`config.mk`:
```
export PLATFORM = sky130hd
export DESIGN_NAME = png_header_encoder_top
export DESIGN_NICKNAME = d
export VERILOG_FILES = /design/src/rtl/png_hdr_pkg.sv /design/src/rtl/png_hdr_front.sv /design/src/rtl/png_hdr_fifo.sv /design/src/rtl/png_hdr_back.sv /design/src/rtl/png_header_encoder_top.sv
export VERILOG_INCLUDE_DIRS = /design/src /design/src/rtl
export SDC_FILE = /design/constraint.sdc
export NUM_CORES = 1
export LEC_CHECK = 0
export BUFFER_PORTS_ARGS = -buffer_cell sky130_fd_sc_hd__buf_2
export CAP_MARGIN = 25
export CORE_MARGIN = 10
export CORE_UTILIZATION = 60
export DETAILED_ROUTE_END_ITERATION = 6
export GPL_TIMING_DRIVEN = 0
export PLACE_DENSITY = 0.9
export SLEW_MARGIN = 40
export SYNTH_ARGS = -nofsm -noshare
export SYNTH_HDL_FRONTEND = slang
export SYNTH_SLANG_ARGS = --single-unit
```
`constraint.sdc`:
```
create_clock -name clk_i -period 7.5 [get_ports clk_i]
set_input_delay 0.75 -clock clk_i [delete_from_list [all_inputs] [get_ports clk_i]]
set_output_delay 0.75 -clock clk_i [all_outputs]
set_load 0.1 [all_outputs]
```
`src/rtl/png_header_encoder_top_assert.svh`:
```
// Assertion macros for the PNG header encoder.
// Used by the queue and back end modules; needs clk_i and rst_ni in scope.
`ifndef PNG_HEADER_ENCODER_TOP_ASSERT_SVH
`define PNG_HEADER_ENCODER_TOP_ASSERT_SVH

`ifndef SYNTHESIS

`define PHE_ASSERT(lbl, prop) \
  lbl: assert property (@(posedge clk_i) disable iff (!rst_ni) (prop)) \
    else $error("png header encoder assertion failed");

`define PHE_ASSERT_NEXT(lbl, pre, post) \
  lbl: assert property (@(posedge clk_i) disable iff (!rst_ni) (pre) |=> (post)) \
    else $error("png header encoder sequencing assertion failed");

`else

`define PHE_ASSERT(lbl, prop)

`define PHE_ASSERT_NEXT(lbl, pre, post)

`endif

`endif

```
`src/rtl/png_hdr_pkg.sv`:
```
// Shared types, constants and functions of the PNG header encoder.
// No dependencies.
package png_hdr_pkg;

  localparam logic [31:0] ChunkType = 32'h49484452;
  localparam int unsigned NumBytes  = 21;
  localparam int unsigned LastIdx   = NumBytes - 1;
  localparam int unsigned CrcStart  = 17;
  localparam int unsigned IdxW      = $clog2(NumBytes);
  localparam logic [31:0] CrcPoly   = 32'hEDB88320;
  localparam logic [31:0] CrcInit   = 32'hFFFFFFFF;

  localparam int unsigned QDepth = 2;
  localparam int unsigned QPtrW  = $clog2(QDepth);
  localparam int unsigned QCntW  = $clog2(QDepth + 1);

  localparam logic [7:0] ColorGray      = 8'd0;
  localparam logic [7:0] ColorRgb       = 8'd2;
  localparam logic [7:0] ColorPalette   = 8'd3;
  localparam logic [7:0] ColorGrayAlpha = 8'd4;
  localparam logic [7:0] ColorRgba      = 8'd6;

  localparam int unsigned ErrWidth     = 0;
  localparam int unsigned ErrHeight    = 1;
  localparam int unsigned ErrDepth     = 2;
  localparam int unsigned ErrColor     = 3;
  localparam int unsigned ErrComp      = 4;
  localparam int unsigned ErrFilter    = 5;
  localparam int unsigned ErrInterlace = 6;
  localparam int unsigned ErrW         = 7;

  typedef struct packed {
    logic [31:0]     width;
    logic [31:0]     height;
    logic [7:0]      depth;
    logic [7:0]      color;
    logic [7:0]      comp;
    logic [7:0]      filt;
    logic [7:0]      ilace;
    logic [ErrW-1:0] err;
  } hdr_item_t;

  typedef struct packed {
    logic full;
    logic empty;
  } q_stat_t;

  typedef enum logic {
    ST_IDLE,
    ST_SEND
  } back_state_e;

  function automatic logic [31:0] crc_byte(input logic [31:0] crc_in, input logic [7:0] data);
    logic [31:0] c;
    c = crc_in ^ {24'd0, data};
    for (int b = 0; b < 8; b++) begin
      c = c[0] ? ((c >> 1) ^ CrcPoly) : (c >> 1);
    end
    return c;
  endfunction

  function automatic logic [1:0] check_color(input logic [7:0] color, input logic [7:0] depth);
    // bit 1: color known, bit 0: depth allowed
    logic [1:0] r;
    case (color)
      ColorGray: begin
        r = {1'b1, depth inside {8'd1, 8'd2, 8'd4, 8'd8, 8'd16}};
      end
      ColorPalette: begin
        r = {1'b1, depth inside {8'd1, 8'd2, 8'd4, 8'd8}};
      end
      ColorRgb, ColorGrayAlpha, ColorRgba: begin
        r = {1'b1, depth inside {8'd8, 8'd16}};
      end
      default: begin
        r = 2'b01;
      end
    endcase
    return r;
  endfunction

endpackage

```
`src/rtl/png_hdr_front.sv`:
```
// Front end: accepts a header, checks it and builds the queued item.
// Depends on png_hdr_pkg.
module png_hdr_front (
  input  logic                  start,
  output logic                  busy,
  input  logic [31:0]           image_width_i,
  input  logic [31:0]           image_height_i,
  input  logic [7:0]            sample_depth_i,
  input  logic [7:0]            color_kind_i,
  input  logic [7:0]            compress_kind_i,
  input  logic [7:0]            filter_kind_i,
  input  logic [7:0]            interlace_kind_i,
  input  png_hdr_pkg::q_stat_t  q_stat_i,
  output logic                  push_o,
  output png_hdr_pkg::hdr_item_t item_o
);

  logic [1:0]                       color_chk;
  logic [png_hdr_pkg::ErrW-1:0]     err;

  assign color_chk = png_hdr_pkg::check_color(color_kind_i, sample_depth_i);

  always_comb begin
    err = '0;
    err[png_hdr_pkg::ErrWidth]     = (image_width_i == 32'd0);
    err[png_hdr_pkg::ErrHeight]    = (image_height_i == 32'd0);
    err[png_hdr_pkg::ErrDepth]     = !color_chk[0];
    err[png_hdr_pkg::ErrColor]     = !color_chk[1];
    err[png_hdr_pkg::ErrComp]      = (compress_kind_i != 8'd0);
    err[png_hdr_pkg::ErrFilter]    = (filter_kind_i != 8'd0);
    err[png_hdr_pkg::ErrInterlace] = (interlace_kind_i > 8'd1);
  end

  always_comb begin
    item_o.width  = image_width_i;
    item_o.height = image_height_i;
    item_o.depth  = sample_depth_i;
    item_o.color  = color_kind_i;
    item_o.comp   = compress_kind_i;
    item_o.filt   = filter_kind_i;
    item_o.ilace  = interlace_kind_i;
    item_o.err    = err;
  end

  assign busy   = q_stat_i.full;
  assign push_o = start && !q_stat_i.full;

endmodule

```
`src/rtl/png_hdr_fifo.sv`:
```
// Short register queue of checked headers between front and back end.
// Depends on png_hdr_pkg and png_header_encoder_top_assert.svh.
`include "png_header_encoder_top_assert.svh"

module png_hdr_fifo (
  input  logic                   clk_i,
  input  logic                   rst_ni,
  input  logic                   push_i,
  input  png_hdr_pkg::hdr_item_t wdata_i,
  input  logic                   pop_i,
  output png_hdr_pkg::hdr_item_t rdata_o,
  output png_hdr_pkg::q_stat_t   stat_o
);

  png_hdr_pkg::hdr_item_t               mem_q [png_hdr_pkg::QDepth];
  logic [png_hdr_pkg::QPtrW-1:0]        wr_ptr_q, wr_ptr_d;
  logic [png_hdr_pkg::QPtrW-1:0]        rd_ptr_q, rd_ptr_d;
  logic [png_hdr_pkg::QCntW-1:0]        cnt_q, cnt_d;

  function automatic logic [png_hdr_pkg::QPtrW-1:0] ptr_inc(
    input logic [png_hdr_pkg::QPtrW-1:0] p
  );
    if (p == png_hdr_pkg::QPtrW'(png_hdr_pkg::QDepth - 1)) begin
      return '0;
    end
    return p + 1'b1;
  endfunction

  assign stat_o.full  = (cnt_q == png_hdr_pkg::QCntW'(png_hdr_pkg::QDepth));
  assign stat_o.empty = (cnt_q == '0);
  assign rdata_o      = mem_q[rd_ptr_q];

  always_comb begin
    wr_ptr_d = push_i ? ptr_inc(wr_ptr_q) : wr_ptr_q;
    rd_ptr_d = pop_i ? ptr_inc(rd_ptr_q) : rd_ptr_q;
    cnt_d    = cnt_q;
    if (push_i && !pop_i) begin
      cnt_d = cnt_q + 1'b1;
    end else if (pop_i && !push_i) begin
      cnt_d = cnt_q - 1'b1;
    end
  end

  always_ff @(posedge clk_i or negedge rst_ni) begin
    if (!rst_ni) begin
      wr_ptr_q <= '0;
      rd_ptr_q <= '0;
      cnt_q    <= '0;
    end else begin
      wr_ptr_q <= wr_ptr_d;
      rd_ptr_q <= rd_ptr_d;
      cnt_q    <= cnt_d;
    end
  end

  always_ff @(posedge clk_i) begin
    if (push_i) begin
      mem_q[wr_ptr_q] <= wdata_i;
    end
  end

  `PHE_ASSERT(a_no_overflow, !push_i || !stat_o.full)
  `PHE_ASSERT(a_no_underflow, !pop_i || !stat_o.empty)
  `PHE_ASSERT(a_cnt_bound, cnt_q <= png_hdr_pkg::QCntW'(png_hdr_pkg::QDepth))

endmodule

```
`src/rtl/png_hdr_back.sv`:
```
// Back end: serializes one queued header per burst with a running CRC-32.
// Depends on png_hdr_pkg and png_header_encoder_top_assert.svh.
`include "png_header_encoder_top_assert.svh"

module png_hdr_back (
  input  logic                   clk_i,
  input  logic                   rst_ni,
  input  png_hdr_pkg::hdr_item_t item_i,
  input  png_hdr_pkg::q_stat_t   q_stat_i,
  output logic                   pop_o,
  output logic                   valid_o,
  output logic [7:0]             out_byte_o,
  output logic                   last_byte_o,
  output logic [6:0]             error_mask_o
);

  png_hdr_pkg::back_state_e         state_q, state_d;
  png_hdr_pkg::hdr_item_t           item_q, item_d;
  logic [png_hdr_pkg::IdxW-1:0]     idx_q, idx_d;
  logic [png_hdr_pkg::IdxW-1:0]     sel;
  logic [31:0]                      crc_q, crc_d;
  logic [8*png_hdr_pkg::NumBytes-1:0] all_bytes;
  logic [7:0]                       cur_byte;
  logic                             last_now;
  logic                             load;
  logic                             valid_q, valid_d;
  logic [7:0]                       byte_q, byte_d;
  logic                             last_q, last_d;
  logic [png_hdr_pkg::ErrW-1:0]     mask_q, mask_d;

  assign all_bytes = {png_hdr_pkg::ChunkType, item_q.width, item_q.height, item_q.depth,
                      item_q.color, item_q.comp, item_q.filt, item_q.ilace, ~crc_q};
  assign sel       = png_hdr_pkg::IdxW'(png_hdr_pkg::LastIdx) - idx_q;
  assign cur_byte  = all_bytes[{sel, 3'b000} +: 8];
  assign last_now  = (state_q == png_hdr_pkg::ST_SEND) &&
                     ((item_q.err != '0) ||
                      (idx_q == png_hdr_pkg::IdxW'(png_hdr_pkg::LastIdx)));
  assign load      = ((state_q == png_hdr_pkg::ST_IDLE) || last_now) && !q_stat_i.empty;

  always_comb begin
    state_d = state_q;
    case (state_q)
      png_hdr_pkg::ST_IDLE: begin
        if (load) state_d = png_hdr_pkg::ST_SEND;
      end
      png_hdr_pkg::ST_SEND: begin
        if (last_now && !load) state_d = png_hdr_pkg::ST_IDLE;
      end
      default: begin
        state_d = png_hdr_pkg::ST_IDLE;
      end
    endcase
  end

  always_comb begin
    pop_o   = load;
    valid_d = (state_q == png_hdr_pkg::ST_SEND);
    byte_d  = (item_q.err != '0) ? 8'd0 : cur_byte;
    last_d  = last_now;
    mask_d  = item_q.err;
    item_d  = load ? item_i : item_q;
    idx_d   = idx_q;
    crc_d   = crc_q;
    if (load) begin
      idx_d = '0;
      crc_d = png_hdr_pkg::CrcInit;
    end else if (state_q == png_hdr_pkg::ST_SEND) begin
      idx_d = idx_q + 1'b1;
      if (idx_q < png_hdr_pkg::IdxW'(png_hdr_pkg::CrcStart)) begin
        crc_d = png_hdr_pkg::crc_byte(crc_q, cur_byte);
      end
    end
  end

  always_ff @(posedge clk_i or negedge rst_ni) begin
    if (!rst_ni) begin
      state_q <= png_hdr_pkg::ST_IDLE;
      idx_q   <= '0;
      valid_q <= 1'b0;
    end else begin
      state_q <= state_d;
      idx_q   <= idx_d;
      valid_q <= valid_d;
    end
  end

  always_ff @(posedge clk_i) begin
    item_q <= item_d;
    crc_q  <= crc_d;
    byte_q <= byte_d;
    last_q <= last_d;
    mask_q <= mask_d;
  end

  assign valid_o      = valid_q;
  assign out_byte_o   = byte_q;
  assign last_byte_o  = last_q;
  assign error_mask_o = mask_q;

  `PHE_ASSERT(a_err_single, !valid_q || (mask_q == '0) || last_q)
  `PHE_ASSERT_NEXT(a_burst_contig, valid_q && !last_q, valid_q)
  `PHE_ASSERT_NEXT(a_idle_quiet, state_q == png_hdr_pkg::ST_IDLE, !valid_q)

endmodule

```
`src/rtl/png_header_encoder_top.sv`:
```
// Top level of the PNG header encoder: front end, header queue, back end.
// Depends on png_hdr_pkg, png_hdr_front, png_hdr_fifo and png_hdr_back.
//
// Takes one IHDR description per start/!busy handshake and emits, one byte per cycle
// under valid_o, the chunk type, the 13 data bytes and the CRC-32, 21 bytes with
// last_byte_o on the final one; an invalid header gives a single byte with the error
// mask and last_byte_o set. A valid header holds the byte serializer for all its
// bytes, an invalid one for its one byte; the serializer folds the chunk type and
// data bytes into the CRC as it selects them, before registering them out. Two checked
// headers wait in a queue ahead of it, and busy is high only while that queue is full.
// Results cannot be held off: the receiver must take every byte as it appears.
module png_header_encoder_top (
  input  logic        clk_i,
  input  logic        rst_ni,
  input  logic        start,
  output logic        busy,
  input  logic [31:0] image_width_i,
  input  logic [31:0] image_height_i,
  input  logic [7:0]  sample_depth_i,
  input  logic [7:0]  color_kind_i,
  input  logic [7:0]  compress_kind_i,
  input  logic [7:0]  filter_kind_i,
  input  logic [7:0]  interlace_kind_i,
  output logic        valid_o,
  output logic [7:0]  out_byte_o,
  output logic        last_byte_o,
  output logic [6:0]  error_mask_o
);

  png_hdr_pkg::q_stat_t   q_stat;
  png_hdr_pkg::hdr_item_t push_item;
  png_hdr_pkg::hdr_item_t head_item;
  logic                   push;
  logic                   pop;

  png_hdr_front u_front (
    .start            (start),
    .busy             (busy),
    .image_width_i    (image_width_i),
    .image_height_i   (image_height_i),
    .sample_depth_i   (sample_depth_i),
    .color_kind_i     (color_kind_i),
    .compress_kind_i  (compress_kind_i),
    .filter_kind_i    (filter_kind_i),
    .interlace_kind_i (interlace_kind_i),
    .q_stat_i         (q_stat),
    .push_o           (push),
    .item_o           (push_item)
  );

  png_hdr_fifo u_fifo (
    .clk_i   (clk_i),
    .rst_ni  (rst_ni),
    .push_i  (push),
    .wdata_i (push_item),
    .pop_i   (pop),
    .rdata_o (head_item),
    .stat_o  (q_stat)
  );

  png_hdr_back u_back (
    .clk_i        (clk_i),
    .rst_ni       (rst_ni),
    .item_i       (head_item),
    .q_stat_i     (q_stat),
    .pop_o        (pop),
    .valid_o      (valid_o),
    .out_byte_o   (out_byte_o),
    .last_byte_o  (last_byte_o),
    .error_mask_o (error_mask_o)
  );

endmodule

```
Word-level counts from Yosys, hierarchy flattened --
Memory sizes are Yosys's and may differ from the RTL's. A register that Yosys moved wholly into a read port is not among the register bits. Cells that the tools add are included.
Cells by class: equality and inequality tests 11, bitwise logic cells 11, reductions and logical operators 28, add/sub/neg operators 6, multiplexer cells 24, shift-type cells 1, $lt $le $gt $ge 2
Operators with widths (number):
- $mux W32 | 8
- $shiftx A168 B9 Y8 | 1
- $not A13 Y14 | 8
- $logic_not A32 Y1 | 2
- $not A32 Y32 | 1
- $xor A32 B8 Y32 | 1
- $eq A8 B2 Y1 const B | 3
- $eq A8 B3 Y1 const B | 3
- $reduce_bool A8 Y1 | 2
- $mux W1 | 10
- $mux W5 | 2
- $eq A8 B1 Y1 const B | 1
- $eq A8 B4 Y1 const B | 1
- $eq A8 B5 Y1 const B | 1
- $gt A8 B1 Y1 const B | 1
- $logic_not A8 Y1 | 1
- $reduce_bool A7 Y1 | 1
- $logic_and A1 B1 Y1 | 6
- $logic_not A1 Y1 | 6
- $pmux W2 S3 | 1
- $reduce_bool A2 Y1 | 3
- $add A5 B1 Y5 const B | 1
- $eq A5 B5 Y1 const B | 1
- $lt A5 B5 Y1 const B | 1
- 14 further kinds | 17
Word-level totals: bits in writable memories 222, memories 1, word-level logic and storage cells 94, output and inout port bits 18, register bits after elaboration 59
Memory list:
- u_fifo.mem_q | words 2, bits a word 111, rd ports 1, clocked after memory_dff 1, write ports 1, line png_hdr_fifo.sv:15 | png_hdr_pkg::hdr_item_t mem_q [png_hdr_pkg::QDepth];

Longest topological paths before layout --
Gate-level depths: netlist (run 1).
depth in word-level cells 19, depth in mapped cells 15, mapped depth without buffers 11

Modules after synthesis --
A second synthesis (run 1) with hierarchy kept.
Second synthesis, totals: cell total of the unflattened synthesis 1063, area, all modules 17010.1 µm²
By module, submodules not included:
- png_hdr_fifo | area an instance 8215.4 µm², times used 1, sequential area each 6766.5 µm², cells each 361
- png_hdr_back | area an instance 7611.0 µm², times used 1, sequential area each 4469.3 µm², cells each 536
- png_hdr_front | area an instance 1183.6 µm², times used 1, sequential area each 0.0 µm², cells each 166

Worst setup path after synthesis (run 1) --
Ideal clock, no wire load.
path kind input -> register, from input port start, to memory u_fifo.mem_q[0][0] in the netlist's numbering (enable), cell stages on the path 2, setup time 0.582 ns, data required time 6.918 ns, data arrival time 5.455 ns, slack 1.463 ns, path through nand2_1 > nor2_1
On the way: longest elaborated chain between the ends 3
Ends and longest elaborated chain:
- start, declared | line png_header_encoder_top.sv:15 | input logic start,
- $logic_and A1 B1 Y1 | line png_hdr_front.sv:46 | assign push_o = start && !q_stat_i.full;
- $mux W1 | line png_hdr_fifo.sv:57 | if (push_i) begin
- $mux W1 (implied by the code) | line png_hdr_fifo.sv:58 | mem_q[wr_ptr_q] <= wdata_i;
- end, declared | line png_hdr_fifo.sv:15
Every way passes these cells.

Worst setup path after layout (run 1) --
from register u_back.idx_q[0] in the netlist's numbering, to register u_back.crc_q[18]
On the way: longest elaborated chain between the ends 15
Ends and longest elaborated chain:
- start, declared | line png_hdr_back.sv:19 | logic [png_hdr_pkg::IdxW-1:0] idx_q, idx_d;
- start signal, assigned | line png_hdr_back.sv:82 | idx_q <= idx_d;
- $sub A5 B5 Y5 | line png_hdr_back.sv:33 | assign sel = png_hdr_pkg::IdxW'(png_hdr_pkg::LastIdx) - idx_q;
- $shiftx A168 B9 Y8 | line png_hdr_back.sv:34 | assign cur_byte = all_bytes[{sel, 3'b000} +: 8];
- $xor A32 B8 Y32 | line png_hdr_pkg.sv:55 | c = crc_in ^ {24'd0, data};
- $mux W32 (2 in series) | line png_hdr_pkg.sv:57 | c = c[0] ? ((c >> 1) ^ CrcPoly) : (c >> 1);
- $not A13 Y14 (no line)
- $mux W32 (2 in series) | line png_hdr_pkg.sv:57
- $not A13 Y14 (no line)
- $mux W32 | line png_hdr_pkg.sv:57
- $not A13 Y14 (no line)
- $mux W32 | line png_hdr_pkg.sv:57
- $not A13 Y14 (no line)
- $mux W32 (2 in series) | line png_hdr_pkg.sv:57
- end signal, assigned | line png_hdr_back.sv:89 | crc_q <= crc_d;
- end, declared | line png_hdr_back.sv:21 | logic [31:0] crc_q, crc_d;
Parallel ways exist; a longest one is shown, timed or not. A chain may end at the register's enable or synchronous reset.

==> flow_summary_export.csv, run 1 <==
group,metric,value,unit
final_layout,postLayoutCellArea,0.0184,mm2
clocking,htree_levels,2,
floorplan,coreArea,0.0261,mm2
yosys,syn_avg_cell_area,16.7,um2
hold_path,worstHoldPathType,"primary input to async pin",
clocking,hold_buffers,0,
detailed_routing,drt_iter0_drc,930,
floorplan,initial_core_util,61.1,%
setup_path,start_kind,"flip-flop",
placement,placed_area,0.0172,mm2
yosys,synth_edf_count,333,
final_layout,multiInputGateArea,0.00443,mm2
placement,finalWeightedCongestion,0.954,
final_layout,area_growth,15.6,%
yosys,yosys.area.top_type_share,62.9,%
setup_path,arrival,5.63,ns
floorplan,dieWidth,183,um
detailed_routing,via_per_inst,6.23,
power,vdd.ir_drop.worst,0.000331,V
yosys,ys_warn_count,0,
clocking,clock_path_buffers,3,
detailed_routing,vias,9322,
global_routing,antenna_found_initial,0,
clocking,cts-buffers-inserted,39,
setup_path,path_max_fanout,10,
floorplan,io_pins,125,
final_layout,n_antenna_cell,0,
detailed_routing,dr.pass1.iters,5,
detailed_routing,routed_wl,37600,um
final_layout,fin_util,70.6,%
yosys,async_reset_ff_share,2.81,%
clocking,postCtsSetupRepairBufs,0,
setup_path,worstSetupPathType,"flip-flop to flip-flop",
timing,period_needed,5.21,ns
global_routing,grt_max_degree,44,
clocking,tritoncts,"yes",
placement,port_buffers,124,
timing,worst_pin_slew,0.817,ns
global_routing,grt_pass1_vias,9704,
clocking,clock-sinks,392,
clocking,clk_pin_slew,0.06,ns
yosys,synth_area_leaders,"edfxtp_1, mux2_2, dfxtp_1",
setup_path,required,7.92,ns
run_status,outcome,"completed",
yosys,synth.yosys.seq_area_share,70.6,%
final_layout,seqCellArea,0.0112,mm2
detailed_routing,drt-wirelength-per-cell,25.1,um
clocking,worstSkewPairLatency,0.53,ns
final_layout,drive_gt1_share,30.6,%
power,leakage,6.46,nW
timing,hold_viol_final,0,
floorplan,fp.dieH,183,um
global_routing,overflow,0,
timing,fmax,192,MHz
yosys,syn_inst,955,
timing,fin_crit_sh,69.4,%
timing,finClkSkew,0.0140,ns
yosys,ys.flop_type,"edfxtp_1",
detailed_routing,ant_nets,0,
floorplan,die_area,0.0334,mm2
yosys,synth_nets,1066,
yosys,synth_seq_cells,392,
detailed_routing,drc_errors,0,
yosys,synth_area_leader_cell,"edfxtp_1",
timing,setup_viol,0,
global_routing,grt_pass1_wl,56900,um
timing,rsz0062_at_grt,"no",
final_layout,nets,1243,
job,drv_cap,0,
power,power.density_cell_area,470,mW/mm2
placement,hpwl,25800,um
clocking,root_buffer,"clkbuf_16",
yosys,synth.cell_area,0.0159,mm2
timing,final_max_slew_viol_count,0,
global_routing,grt_usage,22.1,%
floorplan,rows,59,
final_layout,nFillCells,1602,
yosys,synth_cell_type_count,63,
timing,max_slew_margin,45.5,%
clocking,cts_resized,0,
setup_path,end_kind,"flip-flop",
[per-layer routing]
layer / vias to the layer above / wire (um) / track usage (%)
li1: 4058 / - / -
met1: 4751 / 14600 / 27.9
met2: 431 / 19200 / 37.7
met3: 82 / 2500 / 3.50
met4: 0 / 1220 / 8.39
met5: - / 0 / 0
[logic make-up (layout without fill, tap and decap cells)]
logic type / count (synthesis) / in the layout / synth area share [%]
and+or+nand+nor: 164 / 164 / 5.59
adders and majority gates: 4 / 4 / 0.315
AOI/OAI and AO/OA: 89 / 89 / 3.69
muxes: 172 / 172 / 13.5
buffers and inverters: 58 / 265 / 1.66
xor gates and xnor gates: 76 / 76 / 4.65
DFF: 392 / 392 / 70.6
[placed cells by master, fill, tap and decap left out, types with 4 or more instances in the layout]
| cell type | count |
|---|---|
| nand2_1 | 43 |
| nor3_1 | 9 |
| xor2_2 | 4 |
| dfxtp_1 | 48 |
| nor4_1 | 29 |
| o21ai_1 | 14 |
| nor2_1 | 19 |
| xor2_1 | 28 |
| buf_16 | 4 |
| mux2i_1 | 33 |
| and2_1 | 7 |
| mux2_2 | 115 |
| xnor2_1 | 40 |
| clkbuf_16 | 39 |
| buf_12 | 5 |
| o211ai_1 | 19 |
| nand3_1 | 22 |
| mux4_2 | 22 |
| nand4_1 | 12 |
| ha_1 | 4 |
| clkbuf_1 | 40 |
| a21oi_1 | 22 |
| buf_2 | 137 |
| clkinv_1 | 8 |
| inv_1 | 8 |
| dfrtp_1 | 11 |
| o21ai_0 | 8 |
| edfxtp_1 | 333 |
[Yosys cell counts, types with 2 or more instances]
library cell and n:
a21oi_1 22, xnor2_2 2, xor2_2 4, a21o_1 2, and4_1 2, o2111ai_1 2, nor2_1 20, mux2_2 115
mux2i_1 33, o21ai_1 14, o211ai_1 19, xor2_1 28, inv_2 2, nand3_1 22, nor4_1 29, or4_1 3
buf_1 3, mux2_1 2, o32ai_1 2, buf_6 3, ha_1 4, nand2_1 43, edfxtp_1 333, dfrtp_1 11
a31oi_1 2, and2_1 7, dfxtp_1 48, a32o_1 2, clkbuf_1 26, buf_4 2, a211oi_1 3, xnor2_1 40
nand2b_1 2, mux4_2 22, and3_1 2, nand3b_1 2, buf_2 13, inv_1 8, nor4_4 3, nor3_1 10
nand4_1 12, o21ai_0 8, nor2b_1 3
[layout make-up]
| class | count | area share [%] |
|---|---|---|
| Sequential cell | 392 | 61.1 |
| Multi-Input combinational cell | 505 | 24.1 |
| Clock buffer | 57 | 5.84 |
| Timing Repair Buffer | 136 | 4.76 |
| Tap cell | 335 | 2.28 |
| Buffer | 47 | 1.23 |
| Clock inverter | 14 | 0.476 |
| Inverter | 11 | 0.225 |
[worst max-delay path: stages (launching register included)]
cell	delay (ns)
dfrtp_1	0.44
buf_6	0.23
inv_2	0.14
ha_1	0.36
buf_4	0.27
buf_2	0.42
buf_2	0.41
mux2i_1	0.15
nand3_1	0.11
nand4_1	0.15
o211ai_1	0.42
xor2_1	0.69
xnor2_1	0.33
xnor2_1	0.39
xor3_1	0.38
a21o_1	0.18
[registers in the layout (all words and copies together), names as in the netlist]
name	flops
u_fifo.mem_q	222
u_back.all_bytes	104
u_back.crc_q	32
u_back.out_byte_o	8
u_back.error_mask_o	7
u_back.mask_d	7
u_back.idx_q	5
u_fifo.cnt_q	2
u_back.last_byte_o	1
u_back.state_q	1
u_back.valid_o	1
u_fifo.rd_ptr_q	1
u_fifo.wr_ptr_q	1
[stage by stage]
stage	setup slack [ns]	std cells	setup TNS, ns	hold WS, ns	total power [mW]
final	2.29	1497	0	0.100	8.64
after global routing	2.24	1497	0	0.108	9.01
after CTS	2.41	1497	0	0.0974	8.64
after detailed placement	2.45	1426	0	0.378	6.82
after global placement	-1.36	1414	-149.43	0.353	6.73
after floorplan	1.46	955	0	0.348	5.87
[where the power goes]
| group | internal (mW) | switching, mW | total, mW | leakage [nW] |
|---|---|---|---|---|
| logic | 1.33 | 1.99 | 3.32 | 2.18 |
| clock network | 1.00 | 0.781 | 1.78 | 0.566 |
| registers | 3.25 | 0.281 | 3.54 | 3.71 |
| total | 5.58 | 3.05 | 8.64 | 6.46 |
[worst paths after layout]
kind                       depth (start not counted)       startpoint  slack, ns          endpoint
max reg2reg                                       15  u_back.idx_q[0]       2.29  u_back.crc_q[18]
min                                                1           rst_ni       0.10   u_back.idx_q[2]
min reg2reg                                        0   u_back.state_q       0.39    u_back.valid_o
max in group asynchronous                          1           rst_ni       7.18    u_back.valid_o
min in group clk_i                                 0   u_back.state_q       0.39    u_back.valid_o
max                                               15  u_back.idx_q[0]       2.29  u_back.crc_q[18]
Note: power is estimated with default switching activity, not from simulation.
==> inputs of run 2 (changes only) <==
--- a/config.mk
+++ b/config.mk
@@ -6,6 +6,7 @@
 export SDC_FILE = /design/constraint.sdc
 export NUM_CORES = 1
 export LEC_CHECK = 0
+export ABC_AREA = 1
 export BUFFER_PORTS_ARGS = -buffer_cell sky130_fd_sc_hd__buf_2
 export CAP_MARGIN = 25
 export CORE_MARGIN = 10
==> constraint.sdc (replaced) <==
create_clock -name clk_i -period 5.45 [get_ports clk_i]
set_input_delay 0.545 -clock clk_i [delete_from_list [all_inputs] [get_ports clk_i]]
set_output_delay 0.545 -clock clk_i [all_outputs]
set_load 0.1 [all_outputs]
==> flow_summary_export.csv, run 2 <==
group,metric,value,unit
detailed_routing,ant_nets,0,
global_routing,use_met3,5.03,%
setup_path,critPathLaunch,"u_back.idx_q[0]",
final_layout,n_antenna_cell,0,
yosys,async_reset_ff_share,2.81,%
yosys,ys_warn_count,0,
yosys,yosys.cell_count.top_type,"nand2_1",
final_layout,drive_gt1_share,14.1,%
global_routing,top_usage_layer,"met2",
setup_path,end_kind,"flip-flop",
floorplan,fp.dieH,186,um
detailed_routing,via_per_inst,6.05,
yosys,synthAdderAreaFrac,0.304,%
placement,port_buffers,124,
run_status,outcome,"complete, but fails checks",
setup_path,r2r_start,"u_back.idx_q[0]",
yosys,yosys.area.top_type_share,60.8,%
power,power.density_cell_area,658,mW/mm2
global_routing,grt_pass1_wl,70600,um
yosys,synth_mux_area_share,0,%
yosys,synth_edf_count,333,
floorplan,io_pins,125,
yosys,syn_avg_cell_area,10.5,um2
clocking,clock_path_buffers,3,
global_routing,met1_usage,33.9,%
floorplan,dieWidth,186,um
power,p_int,7.38,mW
global_routing,grt_max_degree,64,
global_routing,grt_pass1_vias,12500,
global_routing,grt_usage,26.9,%
yosys,ys_top_cells_by_count,"nand2_1, edfxtp_1, nand3_1",
yosys,ys.flop_type,"edfxtp_1",
timing,worst_pin_slew,0.947,ns
global_routing,antenna_found_initial,0,
detailed_routing,drc_errors,4,
setup_path,crit_top_cell,"nand3_1",
final_layout,instances_no_fill,2120,
yosys,synth-simple-area-share,23.8,%
setup_path,slowest_stage,"clkbuf_1",
floorplan,coreArea,0.0270,mm2
placement,finalWeightedCongestion,0.990,
setup_path,required,5.87,ns
yosys,synth_nets,1681,
power,leakage,8.06,nW
setup_path,critical_path.cell_chain,"buf_4, inv_4, buf_4, buf_2, ha_1, buf_2, inv_2, clkbuf_1, nand3_1, nand3_1, nand3_1, nand3_1, nand3_1, nand2_1, nand2_1, nand2_2, nand2_1, nand2_1, o21ai_1, nand3_1, nand2_1",
global_routing,overflow,0,
yosys,synth_top_family_by_area,"simple AND/OR/NAND/NOR gates",
detailed_routing,dr.pass1.iters,7,
final_layout,nets,1861,
yosys,synth.cell_area,0.0164,mm2
timing,tns,0,ns
global_routing,met2_usage,43.4,%
detailed_routing,drt-wirelength-per-cell,21.9,um
floorplan,initial_core_util,61.0,%
placement,dp_cells,2049,
power,p_switching,5.17,mW
power,p_comb_share,39.9,%
timing,final_max_slew_viol_count,0,
setup_path,crit_path_max_incr_delay,0.62,ns
power,p_clk_share,21.1,%
timing,setup_viol,0,
clocking,tritoncts,"yes",
setup_path,worstSetupPathType,"flip-flop to flip-flop",
power,vdd.ir_drop.worst,0.000349,V
timing,hold_viol_final,0,
detailed_routing,vias,12800,
clocking,htree_levels,2,
final_layout,regMostFlops,"u_fifo.mem_q",
yosys,syn_inst,1570,
setup_path,path_max_fanout,11,
detailed_routing,routed_wl,46400,um
clocking,root_buffer,"clkbuf_16",
timing,rsz0062_at_grt,"no",
clocking,cts_resized,0,
final_layout,nFillCells,1780,
final_layout,area_growth,16.0,%
yosys,synth_seq_cells,392,
timing,period_needed,4.58,ns
setup_path,start_kind,"flip-flop",
yosys,synth.yosys.seq_area_share,68.3,%
timing,fin_crit_sh,84.1,%
final_layout,layout_commonest_cell,"nand2_1",
timing,finClkSkew,0.0365,ns
final_layout,final_cell_mix,"nand2_1, edfxtp_1, nand3_1, buf_2, inv_1",
power,p_seq_share,39.0,%
job,drv_cap,0,
timing,fmax,218,MHz
clocking,clk_pin_slew,0.06,ns
setup_path,arrival,5.00,ns
clocking,cts-buffers-inserted,39,
detailed_routing,drt_iter0_drc,1865,
floorplan,die_area,0.0344,mm2
clocking,worstSkewPairLatency,0.56,ns
yosys,synth_area_leaders,"edfxtp_1, nand2_1, nand3_1",
clocking,postCtsSetupRepairBufs,0,
run_status,violations,"design-rule violations",
yosys,synth_cell_type_count,36,
hold_path,worstHoldPathType,"primary input to flip-flop",
yosys,synth_xor_area_share,1.50,%
placement,hpwl,31200,um
final_layout,largest_reg_flops,222,
clocking,clock-sinks,392,
power,switching_share,41.2,%
yosys,synth_area_leader_cell,"edfxtp_1",
yosys,synth_compound_area_share,2.72,%
timing,hold_slack,0.200,ns
hold_path,min_from,"image_width_i[5]",
timing,max_slew_margin,36.9,%
floorplan,rows,60,
-- run 2: repair_timing --
item,4_1_cts,5_1_grt
hold endpoints to repair,11,0
setup endpoints to repair,0,0
hold buffers,1,0
-- run 2: kinds of logic after synthesis --
logic type | Yosys count
and+or+nand+nor | 936
xor gates and xnor gates | 26
adders and majority gates | 4
buffers and inverters | 132
AOI/OAI and AO/OA | 80
DFF | 392
-- run 2: area by class of cell --
cell class              instances  area (um2)  area share, %
plain buffers                  64         302           1.58
clock inverters                21         218           1.14
repair buffers                139         916           4.80
multi-input cells            1046        4670           24.5
flip-flops and latches        392       11200           58.9
clock buffers                  49        1040           5.47
inverters                      68         258           1.35
well taps                     341         427           2.24
-- run 2: power groups by stage --
stage / Sequential (mW) / Clock (mW) / Combinational [mW]
global route: 4.94 / 2.78 / 5.44
detailed placement: 4.89 / 0 / 4.79
CTS: 4.87 / 2.64 / 4.86
global placement: 4.98 / 0 / 4.44
floorplan: 5.06 / 0 / 3.04
finish: 4.89 / 2.64 / 5.00
-- run 2: final timing paths --
| check | to | slack, ns | cells after the start |
|---|---|---|---|
| min in group asynchronous | u_back.idx_q[2] | 0.39 | 2 |
| worst max-delay path | u_back.crc_q[16] | 0.87 | 21 |
| worst max register to register | u_back.crc_q[16] | 0.87 | 21 |
| worst min register to register | u_back.error_mask_o[4] | 0.37 | 0 |
| worst min-delay path | u_fifo.mem_q[0][84] | 0.20 | 1 |
| max in group asynchronous | u_fifo.rd_ptr_q | 4.83 | 2 |
-- run 2: through the flow --
stage / worst slack [ns] / area [um2] / total power [mW] / util, %
2_1_floorplan: 1.39 / 16400 / 8.09 / -
3_3_place_gp: -0.172 / 17500 / 9.41 / 64.9
3_5_place_dp: 1.24 / 17800 / 9.68 / 66.0
4_1_cts: 1.13 / 19100 / 12.4 / 70.8
5_1_grt: 0.826 / 19100 / 13.2 / 70.8
6_report: 0.868 / 19100 / 12.5 / 70.8
-- run 2: critical path, delay by kind of cell, from the launching register on --
kind | cells | cell delay [ns]
AND/OR/NAND/NOR | 12 | 1.82
buffers and inverters | 7 | 1.85
flip-flops | 1 | 0.39
adder cells (fa/ha/maj) | 1 | 0.30
AO/OA/AOI/OAI | 1 | 0.08
-- run 2: metal layers --
| metal | wire (um) | part of all wire (%) |
|---|---|---|
| met5 | 0 | 0 |
| met4 | 2820 | 6.1 |
| met3 | 4900 | 11 |
| met2 | 21800 | 47 |
| met1 | 16800 | 36 |
